==> src/rbs_pkg.sv <==
// ----------------------------------------------------------------------------
// rbs_pkg
// Shared types and constants for the record sort-by-key block: the record
// layout, the sequencer states and the control group to the datapath.
// ----------------------------------------------------------------------------
package rbs_pkg;

    // Default store depth
    localparam int MAX_RECORDS_DEF = 32;

    // Field and record widths
    localparam int WORD_W = 32;
    localparam int REC_W  = 4 * WORD_W;

    // One stored record, key in the low word
    typedef struct packed {
        logic [WORD_W-1:0] x;
        logic [WORD_W-1:0] y;
        logic [WORD_W-1:0] kind;
        logic [WORD_W-1:0] key;
    } t_rec;

    // Sequencer states
    typedef enum logic [2:0] {
        ST_LOAD,
        ST_PRIME,
        ST_FIRST,
        ST_PASS,
        ST_TAIL,
        ST_E_READ,
        ST_E_LOAD,
        ST_E_HOLD
    } t_state;

    // Source of the store write data
    typedef enum logic [1:0] {
        WSEL_INPUT,
        WSEL_LOWER,
        WSEL_CARRY
    } t_wsel;

    // Control group from sequencer to datapath
    typedef struct packed {
        logic  carry_ld;
        logic  pass_cmp;
        logic  out_ld;
        t_wsel wsel;
        logic  last_flag;
        logic  drop_flag;
    } t_dp_ctl;

endpackage

==> src/rbs_ctrl.sv <==
// ----------------------------------------------------------------------------
// rbs_ctrl
// Sequencer: loads records into the store, runs bubble passes until one
// makes no swap, then reads the records out in order.
// ----------------------------------------------------------------------------
module rbs_ctrl #(
    parameter int MAX_RECORDS = rbs_pkg::MAX_RECORDS_DEF
) (
    input  logic                           i_clk,
    input  logic                           i_rst_n,
    input  logic                           i_in_valid,
    input  logic                           i_last_in,
    output logic                           o_in_ready,
    output logic                           o_out_valid,
    input  logic                           i_out_ready,
    input  logic                           i_swap,
    output rbs_pkg::t_dp_ctl               o_ctl,
    output logic                           o_ram_we,
    output logic [$clog2(MAX_RECORDS)-1:0] o_ram_waddr,
    output logic [$clog2(MAX_RECORDS)-1:0] o_ram_raddr
);

    localparam int AW = $clog2(MAX_RECORDS);
    localparam int CW = $clog2(MAX_RECORDS + 1);
    localparam logic [CW-1:0] MaxCount = CW'(MAX_RECORDS);
    localparam logic [CW-1:0] One      = CW'(1);

    rbs_pkg::t_state r_state, n_state;
    logic [CW-1:0]   r_count, n_count;
    logic [CW-1:0]   r_idx, n_idx;
    logic            r_dropped, n_dropped;
    logic            r_swapped, n_swapped;

    logic            in_acc;
    logic            room;
    logic            at_last;
    logic [CW-1:0]   last_idx;
    logic [CW-1:0]   idx_next;
    logic [CW-1:0]   idx_prev;

    assign o_in_ready  = (r_state == rbs_pkg::ST_LOAD);
    assign o_out_valid = (r_state == rbs_pkg::ST_E_HOLD);
    assign in_acc      = i_in_valid & o_in_ready;
    assign room        = (r_count != MaxCount);
    assign last_idx    = r_count - One;
    assign at_last     = (r_idx == last_idx);
    assign idx_next    = r_idx + One;
    assign idx_prev    = r_idx - One;

    // Next state
    always_comb begin
        n_state = r_state;
        unique case (r_state)
            rbs_pkg::ST_LOAD: begin
                if (in_acc && i_last_in) begin
                    // Two or more records held after this item: sort them
                    n_state = (r_count != '0) ? rbs_pkg::ST_PRIME : rbs_pkg::ST_E_READ;
                end
            end
            rbs_pkg::ST_PRIME: n_state = rbs_pkg::ST_FIRST;
            rbs_pkg::ST_FIRST: n_state = rbs_pkg::ST_PASS;
            rbs_pkg::ST_PASS: begin
                if (at_last) begin
                    n_state = rbs_pkg::ST_TAIL;
                end
            end
            rbs_pkg::ST_TAIL: begin
                n_state = r_swapped ? rbs_pkg::ST_PRIME : rbs_pkg::ST_E_READ;
            end
            rbs_pkg::ST_E_READ: n_state = rbs_pkg::ST_E_LOAD;
            rbs_pkg::ST_E_LOAD: n_state = rbs_pkg::ST_E_HOLD;
            rbs_pkg::ST_E_HOLD: begin
                if (i_out_ready) begin
                    n_state = at_last ? rbs_pkg::ST_LOAD : rbs_pkg::ST_E_READ;
                end
            end
            default: n_state = rbs_pkg::ST_LOAD;
        endcase
    end

    // Outputs: store access and datapath control
    always_comb begin
        o_ctl          = '0;
        o_ctl.wsel     = rbs_pkg::WSEL_INPUT;
        o_ram_we       = 1'b0;
        o_ram_waddr    = r_count[AW-1:0];
        o_ram_raddr    = r_idx[AW-1:0];
        unique case (r_state)
            rbs_pkg::ST_LOAD: begin
                o_ram_we = in_acc & room;
            end
            rbs_pkg::ST_PRIME: begin
                o_ram_raddr = '0;
            end
            rbs_pkg::ST_FIRST: begin
                o_ctl.carry_ld = 1'b1;
                o_ram_raddr    = AW'(1);
            end
            rbs_pkg::ST_PASS: begin
                o_ctl.pass_cmp = 1'b1;
                o_ctl.wsel     = rbs_pkg::WSEL_LOWER;
                o_ram_we       = 1'b1;
                o_ram_waddr    = idx_prev[AW-1:0];
                o_ram_raddr    = idx_next[AW-1:0];
            end
            rbs_pkg::ST_TAIL: begin
                o_ctl.wsel  = rbs_pkg::WSEL_CARRY;
                o_ram_we    = 1'b1;
                o_ram_waddr = last_idx[AW-1:0];
            end
            rbs_pkg::ST_E_READ: begin
                o_ram_raddr = r_idx[AW-1:0];
            end
            rbs_pkg::ST_E_LOAD: begin
                o_ctl.out_ld    = 1'b1;
                o_ctl.last_flag = at_last;
                o_ctl.drop_flag = r_dropped;
            end
            rbs_pkg::ST_E_HOLD: begin
                o_ram_raddr = r_idx[AW-1:0];
            end
            default: begin
                o_ram_we = 1'b0;
            end
        endcase
    end

    // Counters and flags
    always_comb begin
        n_count   = r_count;
        n_idx     = r_idx;
        n_dropped = r_dropped;
        n_swapped = r_swapped;
        case (r_state)
            rbs_pkg::ST_LOAD: begin
                if (in_acc) begin
                    if (room) begin
                        n_count = r_count + One;
                    end else begin
                        n_dropped = 1'b1;
                    end
                end
                n_idx = '0;
            end
            rbs_pkg::ST_PRIME: begin
                n_swapped = 1'b0;
                n_idx     = '0;
            end
            rbs_pkg::ST_FIRST: n_idx = One;
            rbs_pkg::ST_PASS: begin
                n_swapped = r_swapped | i_swap;
                n_idx     = idx_next;
            end
            rbs_pkg::ST_TAIL: n_idx = '0;
            rbs_pkg::ST_E_HOLD: begin
                if (i_out_ready) begin
                    n_idx = idx_next;
                    if (at_last) begin
                        n_count   = '0;
                        n_dropped = 1'b0;
                    end
                end
            end
            default: n_idx = r_idx;
        endcase
    end

    // State and control registers
    always_ff @(posedge i_clk) begin
        if (!i_rst_n) begin
            r_state   <= rbs_pkg::ST_LOAD;
            r_count   <= '0;
            r_idx     <= '0;
            r_dropped <= 1'b0;
            r_swapped <= 1'b0;
        end else begin
            r_state   <= n_state;
            r_count   <= n_count;
            r_idx     <= n_idx;
            r_dropped <= n_dropped;
            r_swapped <= n_swapped;
        end
    end

    // Checks
    a_count_range: assert property (@(posedge i_clk) disable iff (!i_rst_n)
        r_count <= MaxCount)
        else $error("record count beyond capacity");

    a_pass_addr: assert property (@(posedge i_clk) disable iff (!i_rst_n)
        (r_state == rbs_pkg::ST_PASS) |-> (o_ram_waddr != o_ram_raddr))
        else $error("pass writes and reads the same entry");

    a_one_side: assert property (@(posedge i_clk) disable iff (!i_rst_n)
        !(o_in_ready && o_out_valid))
        else $error("load and emit overlap");

    a_clean_exit: assert property (@(posedge i_clk) disable iff (!i_rst_n)
        (r_state == rbs_pkg::ST_TAIL && !r_swapped) |=> (r_state == rbs_pkg::ST_E_READ))
        else $error("sort did not stop after a clean pass");

    a_set_done: assert property (@(posedge i_clk) disable iff (!i_rst_n)
        (o_out_valid && i_out_ready && at_last) |=> (r_count == '0 && !r_dropped))
        else $error("set not cleared after final item");

endmodule

==> config.mk <==
export PLATFORM = sky130hd
export DESIGN_NAME = rbs_ctrl
export DESIGN_NICKNAME = d
export VERILOG_FILES = /design/src/rbs_pkg.sv /design/src/rbs_ctrl.sv
export SDC_FILE = /design/constraint.sdc
export NUM_CORES = 1
export LEC_CHECK = 0
export ABC_AREA = 1
export BUFFER_PORTS_ARGS = -buffer_cell sky130_fd_sc_hd__buf_2
export CAP_MARGIN = 25
export CORE_MARGIN = 3
export CORE_UTILIZATION = 35
export DETAILED_ROUTE_END_ITERATION = 6
export SYNTH_ARGS = -nofsm -noshare
export SYNTH_HDL_FRONTEND = slang
export SYNTH_SLANG_ARGS = --single-unit
==> constraint.sdc <==
create_clock -name i_clk -period 2.4 [get_ports i_clk]
set_input_delay 0.24 -clock i_clk [delete_from_list [all_inputs] [get_ports i_clk]]
set_output_delay 0.24 -clock i_clk [all_outputs]
set_load 0.1 [all_outputs]
== Yosys cells after proc, flatten, opt, wreduce, memory -nomap -nowiden ==
Index checks and enable logic that the tools add are counted.

* Bits in registers: 17
* Bits in latches: 0
* Bits in writable memories: 0
* Memory bits (read-only): 0
* Bits of input ports: 6
* Word-level logic and storage cells: 68
* Memories: 0

* Add/subtract/negate cells: 4
* Multiply operators: 0
* Divide/modulo/power cells: 0
* Magnitude comparators: 0
* Equality and inequality tests: 16
* Shift-type cells: 0
* Mux-type cells: 28
* Bitwise gates (word level): 3
* Reduce and logical (&&, ||, !) cells: 12

{| class="wikitable"
|+ Operators by type and width
! kind !! count
|-
| $mux 6 || 5
|-
| $pmux 3 s8 || 1
|-
| $pmux 6 s4 || 1
|-
| $mux 3 || 6
|-
| $pmux 5 s3 || 1
|-
| $add 6x1->6 const B || 2
|-
| $eq 3x3->1 const B || 4
|-
| $pmux 6 s2 || 1
|-
| $ne 2x1->1 const B || 5
|-
| $pmux 5 s2 || 1
|-
| $reduce_and 5->1 || 2
|-
| $mux 1 || 7
|-
| $eq 3x2->1 const B || 2
|-
| $eq 6x6->1 || 1
|-
| $ne 6x6->1 const B || 1
|-
| $pmux 1 s2 || 3
|-
| $reduce_bool 6->1 || 1
|-
| $sub 6x1->6 const B || 1
|-
| $sub 5x1->5 const B || 1
|-
| $ne 2x2->1 const B || 2
|-
| $pmux 2 s2 || 1
|-
| $reduce_bool 2->1 || 2
|-
| $reduce_bool 4->1 || 1
|-
| $eq 3x1->1 const B || 1
|-
| other kinds (9) || 10
|}

== Logic depth before layout (Yosys ltp) ==
Gate-level depths: netlist of run 1.

* Depth after elaboration: 5
* Mapped depth: 14
* Gate-level depth less buffers: 14

== Least setup slack after synthesis of run 1 ==
No wires, ideal clock.

* Path type: register to output
* From: register r_state[0]
* To: output o_ram_waddr[3]
* Arrival: 4.780 ns
* Path slack: -2.620 ns
* Cell stages (with the launch flop): 6
* Path through: dfxtp_1 > buf_2 > nand2_2 > nor2_1 > inv_1 > o311ai_1

* Word-level cells in the longest chain between the ends: 2

{| class="wikitable"
|+ Ends and longest elaborated chain
! item !! RTL line !! text
|-
| start: declaration || rbs_ctrl.sv:28 || <nowiki>rbs_pkg::t_state r_state, n_state;</nowiki>
|-
| start signal: assignment || rbs_ctrl.sv:171 || <nowiki>r_state <= rbs_pkg::ST_LOAD;</nowiki>
|-
| start signal: assignment || rbs_ctrl.sv:177 || <nowiki>r_state <= n_state;</nowiki>
|-
| $eq 3x3->1 / $eq 3x2->1 (equally long branches) || rbs_ctrl.sv:88 || <nowiki>unique case (r_state)</nowiki>
|-
| $pmux 5 s2 * || rbs_ctrl.sv:88 ||
|-
| end: declaration || rbs_ctrl.sv:19 || <nowiki>output logic [$clog2(MAX_RECORDS)-1:0] o_ram_waddr,</nowiki>
|}

Mark *: on every way between the ends. The rest lies on a longest branch, timed or not.

==> impl_results.md, run 1 <==
* Clk slew on worst S/H paths at 0.07 ns
* CTS Buffer Depth at 2
* Core area at 4090 um^2
* Drt first pass iters at 4
* GRT overflow at 0
* Critical Path Fanout Max at 8
* Worst-Margin Slew at 0.556 ns
* Slowest-stage cell, CP: dfxtp_4
* Yosys cell types at 29
* Synth area leader: dfxtp_1
* Post-synth top area share at 22.6%
* Multi-input gate area at 1120 um^2
* Mean post-synth cell area at 6.13 um^2
* Hold-fix buffer count after cts at 0
* Final Slew Violations at 0
* FF-to-FF Start: r_count[0]
* Unrepaired setup endpoints after global routing: false
* Post-Route Utilization at 47.7%
* TritonCTS Sinks at 17
* Clk_skew at 0.00499 ns
* Register Area at 348 um^2
* Crit-path most repeated cell: nand2_1
* CP Capture Type: output pin
* Clk root buf: clkbuf_8
* Yosys reg bits at 17
* Initial antenna violation count at 0
* Post-Syn Instances at 246
* Die W at 71.7 um
* Synth top area cells: dfxtp_1, nand2_1, nand3_1
* Final count of hold timing violations at 0
* Worst EP required at 2.16 ns
* First-pass GRT wire length at 6910 um
* DRC violation count after routing at 0
* Final WL at 4180 um
* ANT cells at 0
* Layout cells sized above 1 at 26.7%
* Height of the chip at 71.7 um
* Hpwl dp at 3340 um
* Largest net degree at the start of global routing at 11
* VDD IR max at 0.936 mV
* CTS tree: built
* Status: finished, final reports clean
* Min Tclk post-route at 2.22 ns
* Std-Cell Rows at 23
* Die area at 5140 um^2
* Period utilization at 92.3%
* Max Cap Viol at 0
* Crit path arrival time at 1.98 ns
* Worst-skew pair later-pin latency at 0.26 ns
* GR Util All Layers at 16.7%
* Pwr Total at 2.78 mW
* Crit-path cells: inv_2 > ha_1 > inv_1 > nand2_1 > nand2_1 > nor2_1 > nand3_1 > nor2_2 > nand3_4 > nor2_4 > buf_12
* Worst Setup EP: o_ctl[1]
* Seq/Total Area, Yosys at 22.6%
* Worst path max stage delay at 0.39 ns
* Vias in the first global route at 1445
* CTS Buf Count at 3
* Nets at 282
* Final setup TNS at 0 ns
* Level count of the clock H-tree at 1
* Max Fclk at 451 MHz
* Worst reg-to-reg path cell count at 13
* Crit Path Category: reg2out
* Vias post-DR at 1657
* Io pins at 26
* Syn. warnings at 0
* Filler cells at 436
* WL per Instance at 13.1 um
* Vias/cell at 5.18
* Area Growth Syn to Fin at 29.3%
* Worst min-delay path class: in2reg
* Post-CTS Setup Bufs at 0
* Antenna viol nets, final at 0
* Buffers on Ports at 25
* P per Cell Area at 1420 nW/um^2
* Initial DRC count at 152
* GP Congestion at 0.910
* Lkg Pwr at 0.903 nW
* Worst Setup SP: r_count[0]
* Synth Cell Area at 1510 um^2
* Synth Net Count at 257
* Worst reg2reg path endpoint: r_count[2]
* Worst hold stages at 3
* # setup viols final at 0
* Max_slew headroom at 62.8%
* Reg-to-reg slack, setup at 0.49 ns
* Initial core utilization at 36.9%
* Worst setup SP type: flop
-- cell usage after synthesis (all sizes together) --
library cell	instances
nand2	70
o21ai	13
a21oi	18
o22ai	4
nand3	23
xor2	5
nand4	9
nor2	26
nor3	7
o311ai	1
dfxtp	17
o31ai	1
buf	7
inv	35
nor4	1
ha	5
o211ai	3
a31oi	1
-- sequential cells by signal, indices dropped and copies added (netlist names) --
| name | cells |
|---|---|
| r_dropped | 1 |
| r_swapped | 1 |
| r_idx | 6 |
| r_state | 3 |
| r_count | 6 |
-- final cells by class --
class	count	area share (%)
Timing Repair Buffer	27	12.6
Sequential cell	17	17.8
Clock buffer	4	2.31
Tap cell	50	3.21
Inverter	35	6.74
Multi-Input combinational cell	187	57.3
-- metal layers --
layer / wire (um) / GRT usage, % / vias up / share of wire [%]
met5: 0 / 0 / - / 0
met4: 42 / 6.26 / 0 / 1.0
met3: 182 / 2.38 / 4 / 4.4
met2: 1940 / 25.7 / 40 / 46
met1: 2010 / 23.5 / 742 / 48
li1: - / - / 871 / -
-- worst max-delay path: cells and delay by family (launching register included) --
| family | cells | cell delay [ns] |
|---|---|---|
| adder cells (fa/ha/maj) | 1 | 0.31 |
| buffers and inverters | 3 | 0.32 |
| flip-flops | 1 | 0.39 |
| AND/OR/NAND/NOR | 7 | 0.69 |
-- stage by stage --
step	cell area, um^2	setup slack (ns)	hold slack [ns]	cells
6_report	1950	0.185	0.247	320
5_1_grt	1950	0.0132	0.295	320
3_5_place_dp	1900	0.333	0.484	316
3_3_place_gp	1900	0.381	0.477	316
2_1_floorplan	1640	-0.602	0.345	246
4_1_cts	1950	0.0419	0.243	320
-- cell usage in the layout (no fill, tap or decap), types with 2 or more instances in the layout --
cell type  Yosys  layout
o21ai_1        5       5
inv_1         26      24
nor2_1        19      16
ha_1           5       5
inv_2          9      11
a21oi_1       18      18
o211ai_1       3       3
xor2_1         5       5
nor3_4         0       3
buf_2          5      18
o22ai_2        0       4
dfxtp_1       17      13
dfxtp_2        0       3
nand2_8        1       2
nor2_2         5       5
nand4_1        9       9
nand3_4        2       3
clkbuf_8       0       3
nand3_1       20      19
nor2_4         1       4
buf_12         0       7
o21ai_0        8       7
nor3_1         6       4
nand2_1       67      66
buf_4          2       2
-- report_power, final --
group / switching, mW / total [mW] / internal (mW)
clock: 0.107 / 0.226 / 0.118
sequential: 0.119 / 0.469 / 0.350
combinational: 1.51 / 2.08 / 0.575
-- kinds of logic (layout without fill, tap and decap cells) --
kind of cell,after synthesis,count (layout),synth area share (%)
DFF,17,17,22.6
and+or+nand+nor,136,136,44.1
xor gates and xnor gates,5,5,2.90
AOI/OAI and AO/OA,41,41,14.9
adders and majority gates,5,5,4.15
buffers and inverters,42,66,11.4
-- timing repair --
item                                   in CTS  in global routing
endpoints found under the hold margin       0                  0
setup endpoints to repair                   0                  1
gates resized for setup                     0                  3
-- worst min path at each step --
stage / startpoint / end / slack (ns)
global placement: r_swapped / r_swapped / 0.48
finish: i_swap / r_swapped / 0.25
detailed placement: r_swapped / r_swapped / 0.48
floorplan: i_rst_n / r_state[1] / 0.34
global route: i_swap / r_swapped / 0.30
CTS: i_swap / r_swapped / 0.24
Power figures use the tool's default switching activity.
==> inputs of run 2 (changes only) <==
--- a/config.mk
+++ b/config.mk
@@ -8,9 +8,11 @@
 export ABC_AREA = 1
 export BUFFER_PORTS_ARGS = -buffer_cell sky130_fd_sc_hd__buf_2
 export CAP_MARGIN = 25
+export CORE_ASPECT_RATIO = 1.2
 export CORE_MARGIN = 3
 export CORE_UTILIZATION = 35
 export DETAILED_ROUTE_END_ITERATION = 6
+export PLACE_DENSITY = 0.54
 export SYNTH_ARGS = -nofsm -noshare
 export SYNTH_HDL_FRONTEND = slang
 export SYNTH_SLANG_ARGS = --single-unit
==> run 2 against run 1 <==
Compared with the run above:
- global-route usage grew 2.9 points
- via count rose by 0.48%
- wire length up 7.3%
- total power decreased by 0.46%
- critical path type unchanged
- final area is 0.32% higher
- largest cell class unchanged
- largest power group unchanged
- sequential power rose by 3%
- critical path depth fell by 6
- die area hardly changed
- count of clock-buffer cells in the layout shrank 1
- highest routed layer unchanged
- fmax shrank 2.5%
- clock power is 5% higher
- first-iteration DRC count decreased by 48%
==> impl_results.md, run 2 (synthesized netlist as in run 1, its figures left out) <==
* Area Growth Syn to Fin at 29.7%
* Unrepaired setup endpoints after global routing: false
* ANT cells at 0 (unchanged)
* CTS tree: built
* Io pins at 26 (unchanged)
* Clk root buf: clkbuf_8
* Height of the chip at 77.9 um (+8.7%)
* WL per Instance at 13.8 um (+5.3%)
* Final setup TNS at 0 ns (unchanged)
* GRT overflow at 0 (unchanged)
* Final WL at 4480 um (+7.3%)
* GP Congestion at 0.878 (-3.5%)
* Most common cell after layout, fill and taps aside: nand2_1
* Vias post-DR at 1665 (+0.48%)
* Critical Path Fanout Max at 8 (unchanged)
* Hpwl dp at 3480 um (+4.4%)
* Worst min-delay path class: in2reg
* Vias in the first global route at 1563 (+8.2%)
* CP Capture Type: output pin
* GR Util All Layers at 19.6% (+2.9 points)
* Crit Path Category: reg2out
* Drt first pass iters at 4 (unchanged)
* M1 GR Usage at 27.5% (+4.0 points)
* Met2 Use GR at 30.8% (+5.1 points)
* Std-Cell Rows at 25 (+8.7%)
* Lkg Pwr at 0.912 nW (+1.1%)
* CTS Buffer Depth at 2 (unchanged)
* Worst-skew pair later-pin latency at 0.26 ns (about the same)
* Hold-fix buffer count after cts at 0 (unchanged)
* DRC violation count after routing at 0 (unchanged)
* Buffers on Ports at 25 (unchanged)
* Die area at 5140 um^2 (about the same)
* Most frequent cells in the layout: nand2_1, inv_1, nand3_1, buf_2, a21oi_1
* Final Slew Violations at 0 (unchanged)
* Die W at 65.9 um (-8.0%)
* Max Cap Viol at 0 (unchanged)
* Crit path arrival time at 2.03 ns (+0.05 ns)
* Initial core utilization at 37.4% (+0.47 points)
* Max Fclk at 440 MHz (-2.5%)
* Worst-Margin Slew at 0.583 ns (+0.0278 ns)
* Level count of the clock H-tree at 1 (unchanged)
* VDD IR max at 0.999 mV (+6.7%)
* Max_slew headroom at 61.0% (-1.9 points)
* # setup viols final at 0 (unchanged)
* Final count of hold timing violations at 0 (unchanged)
* First-pass GRT wire length at 7930 um (+15%)
* Worst setup SP type: flop
* CTS Buf Count at 3 (unchanged)
* Hold Slack at 0.253 ns (+0.00599 ns)
* Largest net degree at the start of global routing at 11 (unchanged)
* Clk slew on worst S/H paths at 0.08 ns (about the same)
* Layout cells sized above 1 at 27.6% (+0.91 points)
* Nets at 284 (+0.71%)
* Status: finished, final reports clean
* Core area at 4040 um^2 (-1.3%)
* Worst EP required at 2.16 ns (about the same)
* Worst slack, placed at 0.350 ns (+0.0161 ns)
* Initial DRC count at 79 (-48%)
* Biggest regs: r_count (6), r_idx (6), r_state (3)
* P per Cell Area at 1410 nW/um^2 (-0.78%)
* Global-route met3 utilization at 3.04% (+0.65 points)
* Period utilization at 94.6% (+2.3 points)
* Min Tclk post-route at 2.27 ns (+0.0563 ns)
* Vias/cell at 5.11 (-1.4%)
* Antenna viol nets, final at 0 (unchanged)
* Clk_skew at 0.00165 ns (-0.00335 ns)
* Filler cells at 422 (-3.2%)
* GRT Max-Usage Layer: met2
* Worst Setup Slack, final at 0.129 ns (-0.0563 ns)
* TritonCTS Sinks at 17 (unchanged)
* Initial antenna violation count at 0 (unchanged)
[run 2: cell types whose count changed in the layout (fill, tap and decap cells not counted), sizes merged]
cell / previous run / this run
buf: 27 / 29
clkinv: 0 / 1
clkbuf: 4 / 3
[run 2: power breakdown]
part           total, mW  internal, mW  switching [mW]
logic               2.04         0.546            1.50
registers          0.482         0.350           0.132
clock network      0.237         0.116           0.121
total               2.76          1.01            1.75
[run 2: through the flow]
step	std cells	utilization (%)	cell area [um^2]	total power, mW
final	326	48.5	1960	2.76
after floorplan	246	-	1640	2.08
after detailed placement	322	47.2	1910	2.53
after global placement	322	47.2	1910	2.54
after CTS	326	48.4	1950	2.77
after global routing	326	48.5	1960	2.95
[run 2: path summary, 6_finish.rpt]
check                           slack, ns              to  cells past startpoint        from
worst max-delay path                 0.13  o_ram_waddr[0]                      5  r_state[0]
worst min register to register       0.48       r_swapped                      2   r_swapped
worst min-delay path                 0.25       r_swapped                      3      i_swap
worst max register to register       0.50      r_count[4]                     13  r_count[0]
[run 2: critical path, cell delays in order, from the launching register on]
cell      delay [ns]
dfxtp_2         0.52
nor3_4          0.10
nor2_1          0.47
nand2_1         0.10
o211ai_1        0.11
buf_2           0.45
[run 2: what timing repair did]
| item | 4_1_cts | 5_1_grt |
|---|---|---|
| resized for setup | 0 | 3 |
| setup buffers | 0 | 0 |
| setup endpoints to repair | 0 | 1 |
[run 2: metal layers]
layer  share of wire, %  vias to the layer above  wire (um)
met3                2.4                        7        108
met4                1.3                        0         57
li1                   -                      870          -
met2                 48                       24       2160
met5                  0                        -          0
met1                 48                      764       2160
[run 2: area by class of cell]
type | count | area, um^2 | share of cell area (%)
multi-input cells | 187 | 1120 | 57.2
inverters | 35 | 131 | 6.71
clock buffers | 3 | 41.3 | 2.11
repair buffers | 29 | 245 | 12.5
well taps | 54 | 67.6 | 3.45
flip-flops and latches | 17 | 348 | 17.8
clock inverters | 1 | 5.00 | 0.256
==> inputs of run 3 (changes only) <==
--- a/config.mk
+++ b/config.mk
@@ -12,7 +12,7 @@
 export CORE_MARGIN = 3
 export CORE_UTILIZATION = 35
 export DETAILED_ROUTE_END_ITERATION = 6
-export PLACE_DENSITY = 0.54
+export PLACE_DENSITY = 0.63
 export SYNTH_ARGS = -nofsm -noshare
 export SYNTH_HDL_FRONTEND = slang
 export SYNTH_SLANG_ARGS = --single-unit
==> run 3 against run 2 <==
Compared with the run above:
- sequential power shrank 2%
- register-to-register slack worse by 0.03 ns
- wire length is 5.2% lower
- core utilization is 0.37 points lower
- die area unchanged
- clock power is 5% lower
- combinational power about the same
- via count rose by 1.5%
- critical path depth is 6 higher
- critical endpoint is now o_ctl[1]
==> impl_results.md, run 3 (synthesized netlist as in run 1, its figures left out) <==
* Status: finished, final reports clean
* CP Capture Type: output pin
* Post-cts sizing count at 0 (unchanged)
* Max_slew headroom at 65.6% (+4.6 points)
* Most frequent cells in the layout: nand2_1, inv_1, nand3_1, buf_2, a21oi_1
* First-pass GRT wire length at 7370 um (-7.1%)
* Nets at 282 (-0.70%)
* GRT overflow at 0 (unchanged)
* Crit Path Category: reg2out
* Min Tclk post-route at 2.23 ns (-0.0408 ns)
* Worst min-delay path class: in2reg
* Multi-input gate area at 1120 um^2 (unchanged)
* Level count of the clock H-tree at 1 (unchanged)
* CTS tree: built
* Die W at 65.9 um (unchanged)
* Height of the chip at 77.9 um (unchanged)
* Drt first pass iters at 4 (unchanged)
* Period utilization at 92.9% (-1.7 points)
* Unrepaired setup endpoints after global routing: false
* Final WL at 4250 um (-5.2%)
* Area Growth Syn to Fin at 28.7%
* GR Util All Layers at 18.0% (-1.5 points)
* CTS Buffer Depth at 2 (unchanged)
* Crit path arrival time at 1.99 ns (-0.04 ns)
* WL per Instance at 13.1 um (-4.6%)
* Io pins at 26 (unchanged)
* # setup viols final at 0 (unchanged)
* Initial antenna violation count at 0 (unchanged)
* Final Slew Violations at 0 (unchanged)
* Worst EP required at 2.16 ns (about the same)
* Worst path max stage delay at 0.40 ns (-0.12 ns)
* Most common cell after layout, fill and taps aside: nand2_1
* Post-Route Utilization at 48.1% (-0.37 points)
* Filler cells at 403 (-4.5%)
* Slowest-stage cell, CP: dfxtp_4
* Reg-to-reg slack, setup at 0.47 ns (-0.03 ns)
* Hold-fix buffer count after cts at 0 (unchanged)
* Clk_skew at 0.00759 ns (+0.00594 ns)
* P per Cell Area at 1410 nW/um^2 (about the same)
* Post-CTS Setup Bufs at 0 (unchanged)
* Initial core utilization at 37.4% (unchanged)
* Layout cells sized above 1 at 27.0% (-0.54 points)
* Die area at 5140 um^2 (unchanged)
* ANT cells at 0 (unchanged)
* Initial DRC count at 75 (-5.1%)
* Lkg Pwr at 0.903 nW (-1.1%)
* Worst Setup Slack, final at 0.169 ns (+0.0408 ns)
* Clk root buf: clkbuf_8
* Buffers on Ports at 25 (unchanged)
* Biggest regs: r_count (6), r_idx (6), r_state (3)
* Vias in the first global route at 1577 (+0.90%)
* Crit-path most repeated cell: nand2_1
* Crit-path cells: inv_2 > ha_1 > inv_1 > nand2_1 > nand2_1 > nor2_1 > nand3_1 > nor2_2 > nand3_4 > nor2_4 > buf_12
* TritonCTS Sinks at 17 (unchanged)
* Worst slack, placed at 0.331 ns (-0.0182 ns)
* CTS Buf Count at 3 (unchanged)
* Worst-skew pair later-pin latency at 0.26 ns (about the same)
* Clk slew on worst S/H paths at 0.08 ns (about the same)
* Worst setup SP type: flop
* Max Fclk at 448 MHz (+1.8%)
* GP Congestion at 0.880 (+0.22%)
* Std-Cell Rows at 25 (unchanged)
* DRC violation count after routing at 0 (unchanged)
* Max Cap Viol at 0 (unchanged)
* Core area at 4040 um^2 (unchanged)
* Final count of hold timing violations at 0 (unchanged)
* Vias post-DR at 1690 (+1.5%)
* Vias/cell at 5.22 (+2.1%)
* VDD IR max at 0.824 mV (-17%)
* Register Area at 348 um^2 (unchanged)
* Antenna viol nets, final at 0 (unchanged)
* Critical Path Fanout Max at 8 (unchanged)
* Largest net degree at the start of global routing at 11 (unchanged)
* Worst-Margin Slew at 0.514 ns (-0.0693 ns)
* Pwr Total at 2.74 mW (-0.81%)
* Hpwl dp at 3390 um (-2.8%)
-- run 3: final cells by class --
class                      count  share of cell area, %
timing repair buffer          27                   11.9
sequential                    17                   17.9
clock inverter                 1                  0.258
clock buffer                   3                   2.13
multi-input combinational    187                   57.6
inverter                      35                   6.77
tap                           54                   3.48
-- run 3: path summary, 6_finish.rpt --
| check | start | endpoint | depth (start not counted) |
|---|---|---|---|
| setup / recovery | r_count[0] | o_ctl[1] | 11 |
| hold / removal | i_swap | r_swapped | 3 |
| setup reg to reg | r_count[0] | r_count[4] | 13 |
| hold reg to reg | r_swapped | r_swapped | 2 |
-- run 3: where the power goes --
group          total, mW  switching (mW)  internal, mW
logic               2.04            1.51         0.536
registers          0.470           0.120         0.350
clock network      0.226           0.111         0.115
-- run 3: critical path, delay by kind of cell (launching register included) --
family                   cells  cell delay (ns)
AND/OR/NAND/NOR              7             0.68
buffers and inverters        3             0.32
flip-flops                   1             0.40
adder cells (fa/ha/maj)      1             0.33
-- run 3: per-stage QoR --
step | hold slack [ns] | TNS, ns | instances | area (um^2)
after CTS | 0.261 | 0 | 324 | 1940
final | 0.262 | 0 | 324 | 1940
after detailed placement | 0.476 | 0 | 320 | 1890
after global routing | 0.281 | 0 | 324 | 1940
after floorplan | 0.345 | -2.72 | 246 | 1640
after global placement | 0.474 | 0 | 320 | 1890
-- run 3: routing by layer --
metal  wire length, um  global-route usage, %  part of all wire (%)  up-vias
met4                33                   4.67                  0.78        0
li1                  -                      -                     -      860
met1              1730                   22.9                    41      767
met5                 0                      0                     0        -
met2              2210                   30.8                    52       59
met3               286                   3.47                   6.7        4
